--- src/hdl/fmenv_pkg.sv ---
// shared types, constants and coefficient table for the fm operator envelope
// no dependencies; every other file in hdl imports this package
package fmenv_pkg;

    localparam int DB_FRAC_BITS  = 16;
    localparam int AMP_FRAC_BITS = 15;

    // field widths
    localparam int ATT_W    = DB_FRAC_BITS + 7;
    localparam int STATIC_W = DB_FRAC_BITS + 8;
    localparam int TOT_W    = DB_FRAC_BITS + 9;
    localparam int AMP_W    = AMP_FRAC_BITS + 1;
    localparam int COEF_W   = 17;
    localparam int STAGE_W  = 3;

    // configuration port
    localparam int CFG_IDX_W  = 4;
    localparam int CFG_DATA_W = STATIC_W;

    localparam logic [CFG_IDX_W-1:0] CFG_ATTACK_COEF  = CFG_IDX_W'(0);
    localparam logic [CFG_IDX_W-1:0] CFG_DECAY1_STEP  = CFG_IDX_W'(1);
    localparam logic [CFG_IDX_W-1:0] CFG_DECAY1_LEVEL = CFG_IDX_W'(2);
    localparam logic [CFG_IDX_W-1:0] CFG_DECAY2_STEP  = CFG_IDX_W'(3);
    localparam logic [CFG_IDX_W-1:0] CFG_RELEASE_STEP = CFG_IDX_W'(4);
    localparam logic [CFG_IDX_W-1:0] CFG_STATIC_ATT   = CFG_IDX_W'(5);
    localparam logic [CFG_IDX_W-1:0] CFG_AM_ENABLE    = CFG_IDX_W'(6);
    localparam logic [CFG_IDX_W-1:0] CFG_GRIT_MODE    = CFG_IDX_W'(7);

    // envelope stage codes as seen on env_stage
    localparam logic [STAGE_W-1:0] ENV_IDLE    = 3'd0;
    localparam logic [STAGE_W-1:0] ENV_ATTACK  = 3'd1;
    localparam logic [STAGE_W-1:0] ENV_DECAY1  = 3'd2;
    localparam logic [STAGE_W-1:0] ENV_DECAY2  = 3'd3;
    localparam logic [STAGE_W-1:0] ENV_HOLD    = 3'd4;
    localparam logic [STAGE_W-1:0] ENV_RELEASE = 3'd5;

    // dB constants
    localparam logic [ATT_W-1:0]    SILENT_DB = ATT_W'(96 * (1 << DB_FRAC_BITS));
    localparam logic [STATIC_W-1:0] LIVE_LIMIT_DB = STATIC_W'(90 * (1 << DB_FRAC_BITS));
    localparam logic [ATT_W-1:0]    SNAP_DB = ATT_W'(((1 << DB_FRAC_BITS) + 5) / 10);
    localparam logic [COEF_W-1:0]   COEF_ONE = COEF_W'(65536);

    // grit step is 3 * 2^(DB_FRAC_BITS-5); quotient by 3 via reciprocal
    localparam int GRIT_SHIFT = DB_FRAC_BITS - 5;
    localparam int GQ_W       = TOT_W - GRIT_SHIFT;
    localparam int DIV3_SH    = 17;
    localparam logic [DIV3_SH-1:0] DIV3_MUL = DIV3_SH'(43691);

    // db to log2 conversion
    localparam int K_W = 30;
    localparam logic [K_W-1:0] LOG2_PER_DB_Q32 = K_W'(713378627);
    localparam int LOG_PROD_W = ATT_W + K_W;
    localparam int X_W = 20;
    localparam int U_W = 16;
    localparam int IP_W = X_W - U_W;

    // exp2 polynomial
    localparam int P_W = 32;
    localparam int POLY_IDX_W = 3;
    localparam logic [POLY_IDX_W-1:0] POLY_TOP  = 3'd5;
    localparam logic [POLY_IDX_W-1:0] POLY_LAST = 3'd4;

    // final scaling
    localparam int SH_W  = 6;
    localparam int RND_W = 40;
    localparam logic [AMP_W-1:0] AMP_ONE = AMP_W'(1 << AMP_FRAC_BITS);

    typedef struct packed {
        logic              gate;
        logic [ATT_W-1:0]  am_attenuation;
    } item_t;

    typedef struct packed {
        logic [AMP_W-1:0]   amplitude;
        logic [ATT_W-1:0]   env_attenuation;
        logic [STAGE_W-1:0] env_stage;
    } result_t;

    typedef struct packed {
        logic [COEF_W-1:0]   attack_coef;
        logic [ATT_W-1:0]    decay1_step;
        logic [ATT_W-1:0]    decay1_level;
        logic [ATT_W-1:0]    decay2_step;
        logic [ATT_W-1:0]    release_step;
        logic [STATIC_W-1:0] static_attenuation;
        logic                am_enable;
        logic                grit_mode;
    } cfg_t;

    // commands from the controller to the datapath
    typedef struct packed {
        logic                  load_item;
        logic                  env_update;
        logic                  sum_total;
        logic                  quantize;
        logic                  log_mul;
        logic                  poly_step;
        logic [POLY_IDX_W-1:0] poly_index;
        logic                  result_load;
    } cmd_t;

    // 2^u polynomial coefficients, Q.30
    function automatic logic [P_W-1:0] poly_coef(input logic [POLY_IDX_W-1:0] idx);
        logic [P_W-1:0] c;
        unique case (idx)
            3'd0:    c = P_W'(1073741642);
            3'd1:    c = P_W'(744269235);
            3'd2:    c = P_W'(257855341);
            3'd3:    c = P_W'(59953416);
            3'd4:    c = P_W'(9649997);
            3'd5:    c = P_W'(2013674);
            default: c = '0;
        endcase
        return c;
    endfunction

endpackage

--- src/hdl/fmenv_cfg.sv ---
// configuration register bank for the fm operator envelope
// depends on fmenv_pkg
module fmenv_cfg
    import fmenv_pkg::*;
(
    input  logic                  clk,
    input  logic                  rst_n,
    input  logic                  cfg_write,
    input  logic [CFG_IDX_W-1:0]  cfg_index,
    input  logic [CFG_DATA_W-1:0] cfg_data,
    output cfg_t                  cfg
);

    cfg_t cfg_reg;
    cfg_t cfg_next;

    always_comb
    begin
        cfg_next = cfg_reg;
        if (cfg_write)
        begin
            unique case (cfg_index)
                CFG_ATTACK_COEF:  cfg_next.attack_coef        = cfg_data[COEF_W-1:0];
                CFG_DECAY1_STEP:  cfg_next.decay1_step        = cfg_data[ATT_W-1:0];
                CFG_DECAY1_LEVEL: cfg_next.decay1_level       = cfg_data[ATT_W-1:0];
                CFG_DECAY2_STEP:  cfg_next.decay2_step        = cfg_data[ATT_W-1:0];
                CFG_RELEASE_STEP: cfg_next.release_step       = cfg_data[ATT_W-1:0];
                CFG_STATIC_ATT:   cfg_next.static_attenuation = cfg_data[STATIC_W-1:0];
                CFG_AM_ENABLE:    cfg_next.am_enable          = cfg_data[0];
                CFG_GRIT_MODE:    cfg_next.grit_mode          = cfg_data[0];
                default:          ;
            endcase
        end
    end

    always_ff @(posedge clk or negedge rst_n)
    begin
        if (!rst_n)
        begin
            cfg_reg.attack_coef        <= COEF_ONE;
            cfg_reg.decay1_step        <= '0;
            cfg_reg.decay1_level       <= '0;
            cfg_reg.decay2_step        <= '0;
            cfg_reg.release_step       <= SILENT_DB;
            cfg_reg.static_attenuation <= '0;
            cfg_reg.am_enable          <= 1'b0;
            cfg_reg.grit_mode          <= 1'b0;
        end
        else
        begin
            cfg_reg <= cfg_next;
        end
    end

    assign cfg = cfg_reg;

endmodule

--- config.mk ---
export PLATFORM = sky130hd
export DESIGN_NAME = fmenv_cfg
export DESIGN_NICKNAME = d
export VERILOG_FILES = /design/src/hdl/fmenv_pkg.sv /design/src/hdl/fmenv_cfg.sv
export SDC_FILE = /design/constraint.sdc
export NUM_CORES = 1
export LEC_CHECK = 0
export BUFFER_PORTS_ARGS = -buffer_cell sky130_fd_sc_hd__buf_2
export CAP_MARGIN = 25
export CORE_MARGIN = 3
export CORE_UTILIZATION = 45
export DETAILED_ROUTE_END_ITERATION = 7
export PLACE_DENSITY = 0.72
export SLEW_MARGIN = 20
export SYNTH_ARGS = -nofsm -noshare
export SYNTH_HDL_FRONTEND = slang
export SYNTH_SLANG_ARGS = --single-unit
--- constraint.sdc ---
create_clock -name clk -period 1.7 [get_ports clk]
set_input_delay 0.34 -clock clk [delete_from_list [all_inputs] [get_ports clk]]
set_output_delay 0.34 -clock clk [all_outputs]
set_load 0.005 [all_outputs]
==> reports/summary.txt <==
FLOORPLAN
-------------------------------------------------------------------------------------
Die outline area                                                         12,800 sq um
Placeable core region                                                    11,000 sq um
Initial core utilization                                                        47.0%
Die width                                                                      113 um
I/O pin count                                                                     166
Cell Rows                                                                          38
Die H                                                                          113 um

LOGIC SYNTHESIS
-------------------------------------------------------------------------------------
Register bit total from synthesis                                                 135
Post-synthesis sequential area ratio                                            65.3%
Post-Synthesis Cells                                                              296
Yosys warns                                                                         0
Net count of the mapped netlist                                                   327
Mean cell area of the mapped netlist                                       17.5 sq um
Post-synth cell types                                                              19
Cell area after synthesis                                                  5180 sq um

GLOBAL ROUTE
-------------------------------------------------------------------------------------
Pin count of the biggest net entering global routing                               47
Initial antenna violation count                                                     0
Met3 usage in global routing                                                    6.79%
Highest-utilization routing layer at the global route stage                      met2
Global-route met1 utilization                                                   23.7%
First-pass GRT wire length                                                    19.3 mm
Number of global-route vias before repair                                       3,484
Routing usage on met2                                                           33.6%
Leftover overflow at the end of global routing                                      0
Global Route Usage Sum                                                          20.1%

CELLS AND AREA
-------------------------------------------------------------------------------------
Layout Area Growth over Synthesis                                               30.7%
Number of antenna diodes                                                            0
# nets final                                                                      512
Area of all placed cells without fillers                                   6770 sq um
Flip-flop count of the largest register, all copies and words added               135
Finished Layout Cells                                                             632
Proportion of layout cells with a drive suffix above 1                          70.3%

STA
-------------------------------------------------------------------------------------
Shortest period the worst path allows                                         1400 ps
Achievable clock frequency                                                    716 MHz
Number of max-slew violations in the final report                                   0
Post-route worst setup slack                                                   303 ps
Final Hold Vio Count                                                                0
Actual slew at the worst max-slew pin                                          378 ps
Unrepaired setup endpoints after global routing                                 false
Final number of setup-violating endpoints                                           0
Post-route fraction of the period consumed by the critical path                 82.2%
Worst clock skew                                                                 0 ps
Worst slew margin relative to its limit                                         74.8%
Aggregate negative setup slack                                                   0 ps

WORST SETUP PATH
-------------------------------------------------------------------------------------
Largest delay contributor family on the critical path                      flip-flops
Data arrival time of the worst path                                           1060 ps
Highest cell delay on the worst timing path                                    530 ps
Instance count on the critical path                                                 1
Cells traversed along the worst timing path                                     buf_2
Slowest CP cell                                                          sky130_fd_sc_hd__dfstp_2
Required time of the critical path                                            1360 ps
Worst Setup Path Type                                                         reg2out
Number of buffers and inverters on the critical path                                1
Cells on worst reg2reg path                                                         1
Crit Path Max Fanout                                                                2
CP Launch Type                                                                   flop
Crit end category                                                         output port

DETAILED ROUTING
-------------------------------------------------------------------------------------
Vias                                                                            3,236
Initial detailed-routing violation count                                          131
Drt via density                                                                  5.12
Number of detailed-routing iterations run before antenna repair                     4
Average routed wire per standard cell                                         19.1 um
DR DRC count                                                                        0
Total wire length after detailed routing                                      12.1 mm
Post-DRT Antenna Nets                                                               0

PLACEMENT
-------------------------------------------------------------------------------------
Placement-stage cell area                                                  6190 sq um
Worst slack at placement                                                      78.3 ps
RD Place Congestion                                                             0.738
Port-buffer cells                                                                 165
Cells after DPL                                                                   601
Detail Placement HPWL                                                         8.46 mm

CLOCK NETWORK
-------------------------------------------------------------------------------------
H-tree depth                                                                        4
Clock root buffer master                                                 sky130_fd_sc_hd__clkbuf_16
Clock insertion delay at the later pin of the skew report                      410 ps
Clock-pin slew of the registers on the worst-case setup and hold paths          50 ps
CTS resizes                                                                         0
Number of buffers created by CTS                                                   17
Maximum clock path buffer count                                                     2
CTS tree                                                                         done
Clock sink total                                                                  135

RUN
-------------------------------------------------------------------------------------
Number of maximum-capacitance constraint violations                                 0

POWER
-------------------------------------------------------------------------------------
Highest ir drop seen on vdd                                                    747 uV
Power per standard cell area                                             1430 nW/um^2
Leak                                                                          3.39 nW

HOLD PATH
-------------------------------------------------------------------------------------
Hold path cells                                                                     2
Classification of the worst-slack hold path                                    in2reg

OUTCOME
-------------------------------------------------------------------------------------
Outcome                                                                  finished clean

report_power, final:
group | switching (mW) | internal, mW | leakage, nW | total (mW)
logic | 0.746 | 1.08 | 1.45 | 1.83
registers | 0.389 | 3.98 | 1.65 | 4.37
clock network | 1.23 | 2.27 | 0.283 | 3.49
path summary, 6_finish.rpt:
| kind | end | start | slack, ps |
|---|---|---|---|
| max | cfg[48] | cfg[48]$_DFFE_PN1P_ | 300 |
| min | cfg[25]$_DFFE_PN0P_ | cfg_data[23] | 160 |
| max reg2reg | cfg[40]$_DFFE_PN0P_ | cfg[40]$_DFFE_PN0P_ | 890 |
| min reg2reg | cfg[53]$_DFFE_PN0P_ | cfg[53]$_DFFE_PN0P_ | 490 |
| max in group asynchronous | cfg[48]$_DFFE_PN1P_ | rst_n | 680 |
| min in group asynchronous | cfg[127]$_DFFE_PN0P_ | rst_n | 380 |
per-layer routing:
metal | wire length [um] | share of wire, %
met3 | 763 | 6.3
met2 | 6320 | 52
met4 | 175 | 1.5
met5 | 0 | 0
met1 | 4810 | 40
cell families after synthesis:
group,synth area share [%]
DFF,65.3
muxes,29.3
and+or+nand+nor,2.27
buffers and inverters,3.12
cells in the final DEF, fill, tap and decap left out:
cell                            Yosys  layout
sky130_fd_sc_hd__and3_1             1       1
sky130_fd_sc_hd__buf_12             2       5
sky130_fd_sc_hd__buf_2              1     164
sky130_fd_sc_hd__buf_4              1      10
sky130_fd_sc_hd__bufinv_16          0       1
sky130_fd_sc_hd__clkbuf_1           0       4
sky130_fd_sc_hd__clkbuf_16          0      17
sky130_fd_sc_hd__clkbuf_8           1       7
sky130_fd_sc_hd__clkinv_2           0       1
sky130_fd_sc_hd__dfrtp_1          132     132
sky130_fd_sc_hd__dfstp_2            3       3
sky130_fd_sc_hd__dlygate4sd3_1      0       1
sky130_fd_sc_hd__mux2_1             3       3
sky130_fd_sc_hd__mux2_2           132     132
sky130_fd_sc_hd__nand2_1            1       1
sky130_fd_sc_hd__nand2_2            1       1
sky130_fd_sc_hd__nand2b_1           1       1
sky130_fd_sc_hd__nand3b_2           2       2
sky130_fd_sc_hd__nand3b_4           1       1
sky130_fd_sc_hd__nor2_1             2       2
sky130_fd_sc_hd__nor3b_1            1       1
sky130_fd_sc_hd__nor3b_4            2       2
stage by stage:
step,util (%),hold WS [ps],power (mW)
after CTS,61.4,141,9.82
after floorplan,-,44.4,5.13
final,61.4,159,9.69
after global placement,56.1,284,6.18
after global routing,61.4,144,10.2
after detailed placement,56.1,286,6.28
cells in the mapped netlist:
library cell               instances  area [sq um]
sky130_fd_sc_hd__nor3b_1           1          7.51
sky130_fd_sc_hd__nand2_1           1          3.75
sky130_fd_sc_hd__mux2_1            3          33.8
sky130_fd_sc_hd__clkbuf_2          1          5.00
sky130_fd_sc_hd__nand3b_4          1          20.0
sky130_fd_sc_hd__nand3b_2          2          22.5
sky130_fd_sc_hd__buf_4             1          7.51
sky130_fd_sc_hd__nand2_2           1          6.26
sky130_fd_sc_hd__buf_12            2          40.0
sky130_fd_sc_hd__nand2b_1          1          6.26
sky130_fd_sc_hd__clkbuf_8          1          13.8
sky130_fd_sc_hd__and3_1            1          6.26
sky130_fd_sc_hd__dfrtp_1         132          3300
sky130_fd_sc_hd__buf_6             8          90.1
sky130_fd_sc_hd__dfstp_2           3          78.8
sky130_fd_sc_hd__mux2_2          132          1490
sky130_fd_sc_hd__buf_2             1          5.00
sky130_fd_sc_hd__nor3b_4           2          37.5
sky130_fd_sc_hd__nor2_1            2          7.51
what timing repair did:
action | in CTS | in global routing
hold buffers | 1 | 0
endpoints found under the hold margin | 22 | 0
buffers inserted | 0 | 0
cell type report:
| cell class | count | area, sq um |
|---|---|---|
| tap | 140 | 175 |
| sequential | 135 | 3380 |
| clock buffer | 28 | 537 |
| multi-input combinational | 147 | 1640 |
| fill | 843 | 4260 |
| timing repair buffer | 180 | 1010 |
| clock inverter | 2 | 35.0 |
Note: power is estimated with default switching activity, not from simulation.
