`src/hdl/fmenv_pkg.sv`:
```
// shared types, constants and coefficient table for the fm operator envelope
// no dependencies; every other file in hdl imports this package
package fmenv_pkg;

    localparam int DB_FRAC_BITS  = 16;
    localparam int AMP_FRAC_BITS = 15;

    // field widths
    localparam int ATT_W    = DB_FRAC_BITS + 7;
    localparam int STATIC_W = DB_FRAC_BITS + 8;
    localparam int TOT_W    = DB_FRAC_BITS + 9;
    localparam int AMP_W    = AMP_FRAC_BITS + 1;
    localparam int COEF_W   = 17;
    localparam int STAGE_W  = 3;

    // configuration port
    localparam int CFG_IDX_W  = 4;
    localparam int CFG_DATA_W = STATIC_W;

    localparam logic [CFG_IDX_W-1:0] CFG_ATTACK_COEF  = CFG_IDX_W'(0);
    localparam logic [CFG_IDX_W-1:0] CFG_DECAY1_STEP  = CFG_IDX_W'(1);
    localparam logic [CFG_IDX_W-1:0] CFG_DECAY1_LEVEL = CFG_IDX_W'(2);
    localparam logic [CFG_IDX_W-1:0] CFG_DECAY2_STEP  = CFG_IDX_W'(3);
    localparam logic [CFG_IDX_W-1:0] CFG_RELEASE_STEP = CFG_IDX_W'(4);
    localparam logic [CFG_IDX_W-1:0] CFG_STATIC_ATT   = CFG_IDX_W'(5);
    localparam logic [CFG_IDX_W-1:0] CFG_AM_ENABLE    = CFG_IDX_W'(6);
    localparam logic [CFG_IDX_W-1:0] CFG_GRIT_MODE    = CFG_IDX_W'(7);

    // envelope stage codes as seen on env_stage
    localparam logic [STAGE_W-1:0] ENV_IDLE    = 3'd0;
    localparam logic [STAGE_W-1:0] ENV_ATTACK  = 3'd1;
    localparam logic [STAGE_W-1:0] ENV_DECAY1  = 3'd2;
    localparam logic [STAGE_W-1:0] ENV_DECAY2  = 3'd3;
    localparam logic [STAGE_W-1:0] ENV_HOLD    = 3'd4;
    localparam logic [STAGE_W-1:0] ENV_RELEASE = 3'd5;

    // dB constants
    localparam logic [ATT_W-1:0]    SILENT_DB = ATT_W'(96 * (1 << DB_FRAC_BITS));
    localparam logic [STATIC_W-1:0] LIVE_LIMIT_DB = STATIC_W'(90 * (1 << DB_FRAC_BITS));
    localparam logic [ATT_W-1:0]    SNAP_DB = ATT_W'(((1 << DB_FRAC_BITS) + 5) / 10);
    localparam logic [COEF_W-1:0]   COEF_ONE = COEF_W'(65536);

    // grit step is 3 * 2^(DB_FRAC_BITS-5); quotient by 3 via reciprocal
    localparam int GRIT_SHIFT = DB_FRAC_BITS - 5;
    localparam int GQ_W       = TOT_W - GRIT_SHIFT;
    localparam int DIV3_SH    = 17;
    localparam logic [DIV3_SH-1:0] DIV3_MUL = DIV3_SH'(43691);

    // db to log2 conversion
    localparam int K_W = 30;
    localparam logic [K_W-1:0] LOG2_PER_DB_Q32 = K_W'(713378627);
    localparam int LOG_PROD_W = ATT_W + K_W;
    localparam int X_W = 20;
    localparam int U_W = 16;
    localparam int IP_W = X_W - U_W;

    // exp2 polynomial
    localparam int P_W = 32;
    localparam int POLY_IDX_W = 3;
    localparam logic [POLY_IDX_W-1:0] POLY_TOP  = 3'd5;
    localparam logic [POLY_IDX_W-1:0] POLY_LAST = 3'd4;

    // final scaling
    localparam int SH_W  = 6;
    localparam int RND_W = 40;
    localparam logic [AMP_W-1:0] AMP_ONE = AMP_W'(1 << AMP_FRAC_BITS);

    typedef struct packed {
        logic              gate;
        logic [ATT_W-1:0]  am_attenuation;
    } item_t;

    typedef struct packed {
        logic [AMP_W-1:0]   amplitude;
        logic [ATT_W-1:0]   env_attenuation;
        logic [STAGE_W-1:0] env_stage;
    } result_t;

    typedef struct packed {
        logic [COEF_W-1:0]   attack_coef;
        logic [ATT_W-1:0]    decay1_step;
        logic [ATT_W-1:0]    decay1_level;
        logic [ATT_W-1:0]    decay2_step;
        logic [ATT_W-1:0]    release_step;
        logic [STATIC_W-1:0] static_attenuation;
        logic                am_enable;
        logic                grit_mode;
    } cfg_t;

    // commands from the controller to the datapath
    typedef struct packed {
        logic                  load_item;
        logic                  env_update;
        logic                  sum_total;
        logic                  quantize;
        logic                  log_mul;
        logic                  poly_step;
        logic [POLY_IDX_W-1:0] poly_index;
        logic                  result_load;
    } cmd_t;

    // 2^u polynomial coefficients, Q.30
    function automatic logic [P_W-1:0] poly_coef(input logic [POLY_IDX_W-1:0] idx);
        logic [P_W-1:0] c;
        unique case (idx)
            3'd0:    c = P_W'(1073741642);
            3'd1:    c = P_W'(744269235);
            3'd2:    c = P_W'(257855341);
            3'd3:    c = P_W'(59953416);
            3'd4:    c = P_W'(9649997);
            3'd5:    c = P_W'(2013674);
            default: c = '0;
        endcase
        return c;
    endfunction

endpackage

```
`src/hdl/fmenv_ctrl.sv`:
```
// controller: sequences one word through the datapath and owns both handshakes
// depends on fmenv_pkg; drives fmenv_dp through cmd_t
module fmenv_ctrl
    import fmenv_pkg::*;
(
    input  logic clk,
    input  logic rst_n,
    input  logic item_valid,
    output logic item_stall,
    output logic result_valid,
    input  logic result_stall,
    output cmd_t cmd
);

    typedef enum logic [6:0] {
        S_IDLE = 7'b0000001,
        S_ENV  = 7'b0000010,
        S_SUM  = 7'b0000100,
        S_GRIT = 7'b0001000,
        S_LOG  = 7'b0010000,
        S_POLY = 7'b0100000,
        S_AMP  = 7'b1000000
    } ctrl_state_t;

    ctrl_state_t           state_reg, state_next;
    logic [POLY_IDX_W-1:0] poly_cnt_reg, poly_cnt_next;
    logic                  result_valid_reg, result_valid_next;
    logic                  out_free;

    assign out_free = !result_valid_reg || !result_stall;

    always_comb
    begin
        state_next        = state_reg;
        poly_cnt_next     = poly_cnt_reg;
        result_valid_next = result_valid_reg & result_stall;
        cmd               = '0;
        cmd.poly_index    = poly_cnt_reg;
        unique case (state_reg)
            S_IDLE:
            begin
                if (item_valid)
                begin
                    cmd.load_item = 1'b1;
                    state_next    = S_ENV;
                end
            end
            S_ENV:
            begin
                cmd.env_update = 1'b1;
                state_next     = S_SUM;
            end
            S_SUM:
            begin
                cmd.sum_total = 1'b1;
                state_next    = S_GRIT;
            end
            S_GRIT:
            begin
                cmd.quantize = 1'b1;
                state_next   = S_LOG;
            end
            S_LOG:
            begin
                cmd.log_mul   = 1'b1;
                poly_cnt_next = POLY_LAST;
                state_next    = S_POLY;
            end
            S_POLY:
            begin
                cmd.poly_step = 1'b1;
                if (poly_cnt_reg == '0)
                    state_next = S_AMP;
                else
                    poly_cnt_next = poly_cnt_reg - POLY_IDX_W'(1);
            end
            S_AMP:
            begin
                // previous word must be gone before the output register reloads
                if (out_free)
                begin
                    cmd.result_load   = 1'b1;
                    result_valid_next = 1'b1;
                    state_next        = S_IDLE;
                end
            end
            default: state_next = S_IDLE;
        endcase
    end

    always_ff @(posedge clk or negedge rst_n)
    begin
        if (!rst_n)
        begin
            state_reg        <= S_IDLE;
            poly_cnt_reg     <= '0;
            result_valid_reg <= 1'b0;
        end
        else
        begin
            state_reg        <= state_next;
            poly_cnt_reg     <= poly_cnt_next;
            result_valid_reg <= result_valid_next;
        end
    end

    assign item_stall   = (state_reg != S_IDLE);
    assign result_valid = result_valid_reg;

    a_load_when_free: assert property (@(posedge clk) disable iff (!rst_n)
        cmd.result_load |-> (!result_valid_reg || !result_stall))
        else $error("output register reloaded while a word is still held");

    a_accept_starts_env: assert property (@(posedge clk) disable iff (!rst_n)
        (item_valid && !item_stall) |=> (state_reg == S_ENV))
        else $error("accepted word did not start the envelope step");

    a_poly_index_range: assert property (@(posedge clk) disable iff (!rst_n)
        (state_reg == S_POLY) |-> (poly_cnt_reg <= POLY_LAST))
        else $error("polynomial step index out of range");

    a_valid_from_amp: assert property (@(posedge clk) disable iff (!rst_n)
        $rose(result_valid_reg) |-> ($past(state_reg) == S_AMP))
        else $error("result raised outside the final step");

endmodule

```
`config.mk`:
```
export PLATFORM = sky130hd
export DESIGN_NAME = fmenv_ctrl
export DESIGN_NICKNAME = d
export VERILOG_FILES = /design/src/hdl/fmenv_pkg.sv /design/src/hdl/fmenv_ctrl.sv
export SDC_FILE = /design/constraint.sdc
export NUM_CORES = 1
export LEC_CHECK = 0
export BUFFER_PORTS_ARGS = -buffer_cell sky130_fd_sc_hd__buf_2
export CAP_MARGIN = 15
export CORE_AREA = 4 4 41 43
export DETAILED_ROUTE_END_ITERATION = 8
export DIE_AREA = 0 0 45 47
export PLACE_DENSITY_LB_ADDON = 0.2
export SLEW_MARGIN = 20
export SYNTH_ARGS = -nofsm -noshare
export SYNTH_HDL_FRONTEND = slang
export SYNTH_SLANG_ARGS = --single-unit
```
`constraint.sdc`:
```
create_clock -name clk -period 3.2 [get_ports clk]
set_input_delay 0.16 -clock clk [delete_from_list [all_inputs] [get_ports clk]]
set_output_delay 0.16 -clock clk [all_outputs]
set_load 0.03 [all_outputs]
```
==> results of run 1 <==
[critical path: stages (launching register included)]
cell     delay [ns]
dfrtp_1        0.48
nor3_4         0.28
and2_2         0.20
nand2_1        0.09
a21oi_1        0.12
buf_2          0.21
[layout make-up]
type | count | area, sq um
Timing Repair Buffer | 16 | 85.08
Tap cell | 15 | 18.77
Inverter | 2 | 7.507
Sequential cell | 11 | 276.5
Clock buffer | 4 | 26.28
Multi-Input combinational cell | 48 | 331.6
Fill cell | 131 | 555.5
[through the flow]
| stage | setup slack (ns) | hold WS, ns | power [mW] |
|---|---|---|---|
| 4_1_cts | 1.400 | 0.06786 | 0.5262 |
| 3_5_place_dp | 1.701 | 0.04732 | 0.4288 |
| 2_1_floorplan | 1.309 | -0.1356 | 0.3931 |
| 3_3_place_gp | 1.736 | 0.04009 | 0.4253 |
| 5_1_grt | 1.290 | 0.06995 | 0.5594 |
| 6_report | 1.399 | 0.07675 | 0.5183 |
[cell families (layout without fill, tap and decap cells)]
family          Yosys count  in the layout  synth area share
simple gates             32             32            0.3173
compound gates           13             13            0.1404
flops                    11             11            0.4250
buf+inv                   6             22           0.06538
fa+ha+maj                 2              2           0.03846
xor+xnor                  1              1           0.01346
[layer usage]
layer	GRT usage	vias up	wire length [um]	share of wire
li1	-	266	-	-
met4	0.05263	0	0	0
met5	0	-	0	0
met2	0.2232	9	588	0.49
met3	0.02299	0	65	0.054
met1	0.1608	246	550	0.46
[placed cells by master, fill, tap and decap left out, drive strengths merged]
master,instances
nor4b,6
nor3,1
a311o,1
and3,4
o32ai,1
nor2b,4
or3,1
inv,2
o21ai,4
nand2b,2
xor2,1
a21boi,1
a21oi,2
clkbuf,4
and2,1
ha,2
nor2,6
a31oi,1
o22ai,3
nand2,7
dlygate4sd3,1
dfstp,1
dfrtp,10
buf,15
[repair_timing]
action                                  4_1_cts  5_1_grt
endpoints found under the setup margin        0        0
endpoints found under the hold margin        10        0
hold buffers                                  1        0
[how the worst max path moves through the flow]
stage / startpoint / end / slack, ns
6_report: state_reg[3]$_DFFE_PN0P_ / cmd[0] / 1.40
4_1_cts: state_reg[3]$_DFFE_PN0P_ / cmd[0] / 1.40
3_5_place_dp: state_reg[3]$_DFFE_PN0P_ / cmd[0] / 1.70
2_1_floorplan: state_reg[6]$_DFFE_PN0P_ / cmd[6] / 1.31
5_1_grt: state_reg[3]$_DFFE_PN0P_ / cmd[0] / 1.29
3_3_place_gp: state_reg[3]$_DFFE_PN0P_ / cmd[0] / 1.74
[power groups by stage]
stage	registers (mW)	clock network, mW	logic [mW]
6_report	0.200	0.0923	0.226
3_5_place_dp	0.202	0	0.227
5_1_grt	0.203	0.106	0.251
4_1_cts	0.200	0.0977	0.229
3_3_place_gp	0.201	0	0.224
2_1_floorplan	0.183	0	0.211
==> flow_metrics.py, run 1 <==
metrics = {
    "global_routing": {
        "grt_use_total": 0.1297,
        "grt_pass1_vias": 469,
        "grt_pass1_wl_um": 1952,
        "grt_overflow": 0,
        "grt_antenna_before_repair": 0,
        "grt_start_max_net_pins": 12,
    },
    "drt": {
        "drtIter0Drc": 3,
        "routed_wl_um": 1204,
        "viasPerCell": 5.427,
        "avgRoutedWirePerCell_um": 12.54,
        "dr.pass1.iters": 4,
        "route.vias.total": 521,
        "drc": 0,
        "drtAntennaViolNets": 0,
    },
    "timing": {
        "worst_slew_pin_slew_ns": 0.3169,
        "drv_slew": 0,
        "relSlewSlack": 0.7887,
        "setup_viol": 0,
        "final-hold-violation-count": 0,
        "fmax_mhz": 555.4,
        "finClkSkew_ns": 0.001346,
        "fin_crit_ns": 1.801,
        "rsz0062_at_grt": "false",
        "fin_crit_sh": 0.5627,
        "finalSetupTns_ns": 0,
    },
    "worst_setup_path": {
        "worst-setup-path-type": "reg2out",
        "r2r_slack_ns": 1.71,
        "end_kind": "output port",
        "cp_data_required_time_ns": 3.04,
        "r2r.worst_path.cells": 4,
        "rr_endpoint": "poly_cnt_reg[2]$_DFFE_PN0P_",
        "r2r_start": "state_reg[3]$_DFFE_PN0P_",
        "startpoint_type": "register",
        "crit_path_max_fanout": 9,
        "worstPathArrival_ns": 1.64,
    },
    "power_and_ir_drop": {
        "power_frac_clock": 0.178,
        "comb_power_share": 0.436,
        "leakagePower_nw": 0.3773,
        "p_sw_uw": 221.3,
        "powerDensity_nw_per_um2": 695.0,
        "vdd_drop_max_v": 0.0002864,
        "pwr-share-seq": 0.386,
        "sw_frac_of_total": 0.4270,
        "p_int_uw": 297.0,
    },
    "clock_network": {
        "clkSinkCount": 11,
        "post_cts_buffers": 0,
        "cts_tree": "built",
        "clock_latency_ns": 0.26,
        "cts_buffer_depth": 2,
        "h-tree-depth": 1,
        "postCtsResizedCells": 0,
        "cts.clk_slew.worst_paths_ns": 0.07,
        "ctsRootBufferMaster": "clkbuf_4",
        "cts_buffers": 3,
    },
    "layout": {
        "diodes": 0,
        "fin_util": 0.5731,
        "nNetsFinal": 88,
        "fin_area_sq_um": 745.7,
        "layoutNonFillerInstCount": 96,
        "area_growth_pct": 14.62,
        "drive_gt1_frac": 0.3457,
        "largest_reg_flops": 7,
    },
    "logic_synthesis": {
        "synth_top_area_frac": 0.3846,
        "ys_ff_latch": 11,
        "async_reset_ff_frac": 1.000,
        "syn_area_per_cell_sq_um": 10.01,
        "synth_edf_count": 0,
        "ys_warn_count": 0,
        "synth_nets": 71,
        "ys_seq_area_frac": 0.4250,
        "netlist_instances": 65,
        "synth_area_leader_cell": "dfrtp_1",
        "ys_types": 29,
        "syn-cell-area_sq_um": 650.6,
        "synth_most_common_cell": "dfrtp_1",
        "synth_ff_type": "dfrtp_1",
        "ys_top_cells_by_area": "dfrtp_1 38%, nor4b_1 8.1%, dfstp_2 4.0%",
        "ys_top_cells_by_count": "10 x dfrtp_1, 6 x nand2_1, 6 x nor4b_1",
    },
    "die": {
        "die_area_sq_um": 2115,
        "ios": 16,
        "start_util": 0.5000,
        "coreArea_sq_um": 1301,
        "die-height_um": 47,
        "die_w_um": 45,
        "rows": 13,
    },
    "placement": {
        "place_congestion": 0.7350,
        "port_buffers": 15,
        "dp_hpwl_um": 940.1,
        "dpl.cell_count": 91,
        "place_area_sq_um": 709.4,
    },
    "run": {
        "drv_cap": 0,
    },
    "worst_hold_path": {
        "min-delay-start": "item_valid",
        "whs_endpoint": "state_reg[0]$_DFFE_PN1P_",
        "min_path_type": "in2reg",
        "whs_path_depth": 2,
    },
    "outcome": {
        "status": "finished clean",
    },
}
No activity file was read; power rests on OpenSTA's default activity.
==> run 2, diff against run 1 <==
--- a/config.mk
+++ b/config.mk
@@ -5,11 +5,12 @@
 export SDC_FILE = /design/constraint.sdc
 export NUM_CORES = 1
 export LEC_CHECK = 0
+export ABC_AREA = 1
 export BUFFER_PORTS_ARGS = -buffer_cell sky130_fd_sc_hd__buf_2
 export CAP_MARGIN = 15
-export CORE_AREA = 4 4 41 43
+export CORE_MARGIN = 4
+export CORE_UTILIZATION = 50
 export DETAILED_ROUTE_END_ITERATION = 8
-export DIE_AREA = 0 0 45 47
 export PLACE_DENSITY_LB_ADDON = 0.2
 export SLEW_MARGIN = 20
 export SYNTH_ARGS = -nofsm -noshare
==> constraint.sdc (replaced) <==
create_clock -name clk -period 1.7 [get_ports clk]
set_input_delay 0.085 -clock clk [delete_from_list [all_inputs] [get_ports clk]]
set_output_delay 0.085 -clock clk [all_outputs]
set_load 0.03 [all_outputs]
==> flow_metrics.py, run 2 <==
metrics = {
    "outcome": {
        "status": "finished clean",
    },
    "global_routing": {
        "grt_overflow": 0,
        "grt_antenna_before_repair": 0,
        "use_met2": 0.2493,
        "grt_start_max_net_pins": 12,
        "top_usage_layer": "met2",
        "grt_pass1_vias": 545,
        "grt.met1_usage": 0.2015,
        "grtUsageMet3": 0.04472,
        "grt_use_total": 0.1569,
        "grt_pass1_wl_um": 2318,
    },
    "drt": {
        "drc": 0,
        "drtAntennaViolNets": 0,
        "avgRoutedWirePerCell_um": 11.02,
        "viasPerCell": 4.897,
        "route.vias.total": 568,
        "drtIter0Drc": 15,
        "dr.pass1.iters": 4,
        "routed_wl_um": 1278,
    },
    "timing": {
        "rsz0062_at_grt": "false",
        "fin_crit_sh": 0.9090,
        "worst_slew_pin_slew_ns": 0.2642,
        "finClkSkew_ns": 0.002236,
        "finalSetupTns_ns": 0,
        "relSlewSlack": 0.8239,
        "final-hold-violation-count": 0,
        "setup_viol": 0,
        "drv_slew": 0,
        "fin_crit_ns": 1.545,
        "fmax_mhz": 647.2,
    },
    "worst_setup_path": {
        "worstPathArrival_ns": 1.46,
        "cpLargestDelayFamily": "flip-flops",
        "crit_path_max_incr_delay_ns": 0.55,
        "crit_path_max_fanout": 5,
        "worst-path-buf-inv": 1,
        "cp_data_required_time_ns": 1.62,
        "startpoint_type": "register",
        "end_kind": "output port",
        "worst-setup-path-type": "reg2out",
        "r2r_slack_ns": 0.37,
        "cp_cell_sequence": "nand2_1 > nor3_2 > nand2_2 > nor2_1 > buf_2",
        "crit_slowest_cell": "dfstp_2",
    },
    "clock_network": {
        "ctsRootBufferMaster": "clkbuf_4",
        "h-tree-depth": 1,
        "clock_latency_ns": 0.27,
        "cts_buffer_depth": 2,
        "cts_tree": "built",
        "clkSinkCount": 11,
        "cts.clk_slew.worst_paths_ns": 0.07,
        "cts_buffers": 3,
    },
    "logic_synthesis": {
        "ys_types": 19,
        "synth_ff_type": "dfrtp_1",
        "netlist_instances": 83,
        "async_reset_ff_frac": 1.000,
        "ys_ff_latch": 11,
        "ys_top_cells_by_count": "17 x nand2_1, 15 x inv_1, 15 x nor2_1",
        "synth_edf_count": 0,
        "ys_warn_count": 0,
        "synth_nets": 89,
        "syn_area_per_cell_sq_um": 8.050,
        "synth_area_leader_cell": "dfrtp_1",
        "synth_most_common_cell": "nand2_1",
        "syn-cell-area_sq_um": 668.1,
        "synth_top_area_frac": 0.3745,
        "ys_top_cells_by_area": "dfrtp_1 37%, nand2_1 9.6%, inv_1 8.4%",
        "ys_seq_area_frac": 0.4139,
    },
    "placement": {
        "place_area_sq_um": 753.2,
        "place_congestion": 0.7721,
        "port_buffers": 15,
        "dp_hpwl_um": 964.5,
        "dpl.cell_count": 111,
    },
    "die": {
        "start_util": 0.5633,
        "die-height_um": 44.56,
        "ios": 16,
        "rows": 12,
        "coreArea_sq_um": 1186,
        "die_area_sq_um": 1985,
        "die_w_um": 44.56,
    },
    "layout": {
        "final_cell_mix": "17 x nand2_1, 15 x inv_1, 15 x nor2_1, 15 x buf_2, 10 x dfrtp_1",
        "nNetsFinal": 109,
        "final_common_cell": "nand2_1",
        "layoutNonFillerInstCount": 116,
        "area_growth_pct": 18.91,
        "fin_util": 0.6698,
        "diodes": 0,
        "fin_area_sq_um": 794.5,
        "largest_reg_flops": 7,
        "drive_gt1_frac": 0.3039,
    },
    "power_and_ir_drop": {
        "totalPowerFinal_mw": 1.050,
        "leakagePower_nw": 0.4927,
        "vdd_drop_max_v": 0.0009979,
        "powerDensity_nw_per_um2": 1322,
    },
    "run": {
        "drv_cap": 0,
    },
    "worst_hold_path": {
        "min_path_type": "in2reg",
    },
}
[run 2: layout make-up]
type	count	area [sq um]
clock buffers	4	26.28
fillers	96	391.6
inverters	15	56.30
multi-input cells	56	332.8
flip-flops and latches	11	276.5
well taps	14	17.52
repair buffers	16	85.08
[run 2: final timing paths]
path | from | to | cells past startpoint
min in group asynchronous | rst_n | result_valid$_DFF_PN0_ | 2
worst max-delay path | state_reg[0]$_DFFE_PN1P_ | cmd[9] | 5
worst min-delay path | result_stall | result_valid$_DFF_PN0_ | 3
max in group asynchronous | rst_n | state_reg[0]$_DFFE_PN1P_ | 2
worst max register to register | state_reg[3]$_DFFE_PN0P_ | poly_cnt_reg[1]$_DFFE_PN0P_ | 7
worst min register to register | result_valid$_DFF_PN0_ | result_valid$_DFF_PN0_ | 2
[run 2: kinds of logic (layout without fill, tap and decap cells)]
logic type / Yosys count / count (layout) / share of synthesized area
flip-flops: 11 / 11 / 0.4139
adder cells (fa/ha/maj): 2 / 2 / 0.03745
XOR/XNOR: 1 / 1 / 0.01311
AO/OA/AOI/OAI: 4 / 4 / 0.05244
buffers and inverters: 16 / 35 / 0.09550
AND/OR/NAND/NOR: 49 / 49 / 0.3876
[run 2: power by group]
group	switching, mW	total, mW	leakage [nW]	internal, mW
Combinational	0.359	0.504	0.329	0.145
Sequential	0.0447	0.363	0.148	0.318
Clock	0.0928	0.184	0.0150	0.0908
[run 2: repair_timing]
item,CTS,global route
buffers inserted,0,0
endpoints found under the setup margin,0,1
hold endpoints to repair,11,0
hold buffers,1,0
resized for setup,0,1
[run 2: stage by stage]
step / setup WS (ns) / hold slack (ns)
floorplan: 0.1673 / -0.2106
global placement: 0.3481 / -0.02711
detailed placement: 0.3488 / -0.02448
CTS: 0.05559 / 0.05817
global route: 0.01876 / 0.08169
finish: 0.1548 / 0.05026
[run 2: metal layers]
layer | wire length [um] | up-vias | part of all wire
li1 | - | 291 | -
met1 | 638 | 256 | 0.50
met2 | 531 | 17 | 0.42
met3 | 92 | 4 | 0.072
met4 | 15 | 0 | 0.012
met5 | 0 | - | 0
[run 2: worst reg2reg max path, delay by kind of cell (launching register included)]
family             cells  cell delay, ns
DFF                    1            0.43
and+or+nand+nor        5            0.62
AOI/OAI and AO/OA      2            0.20
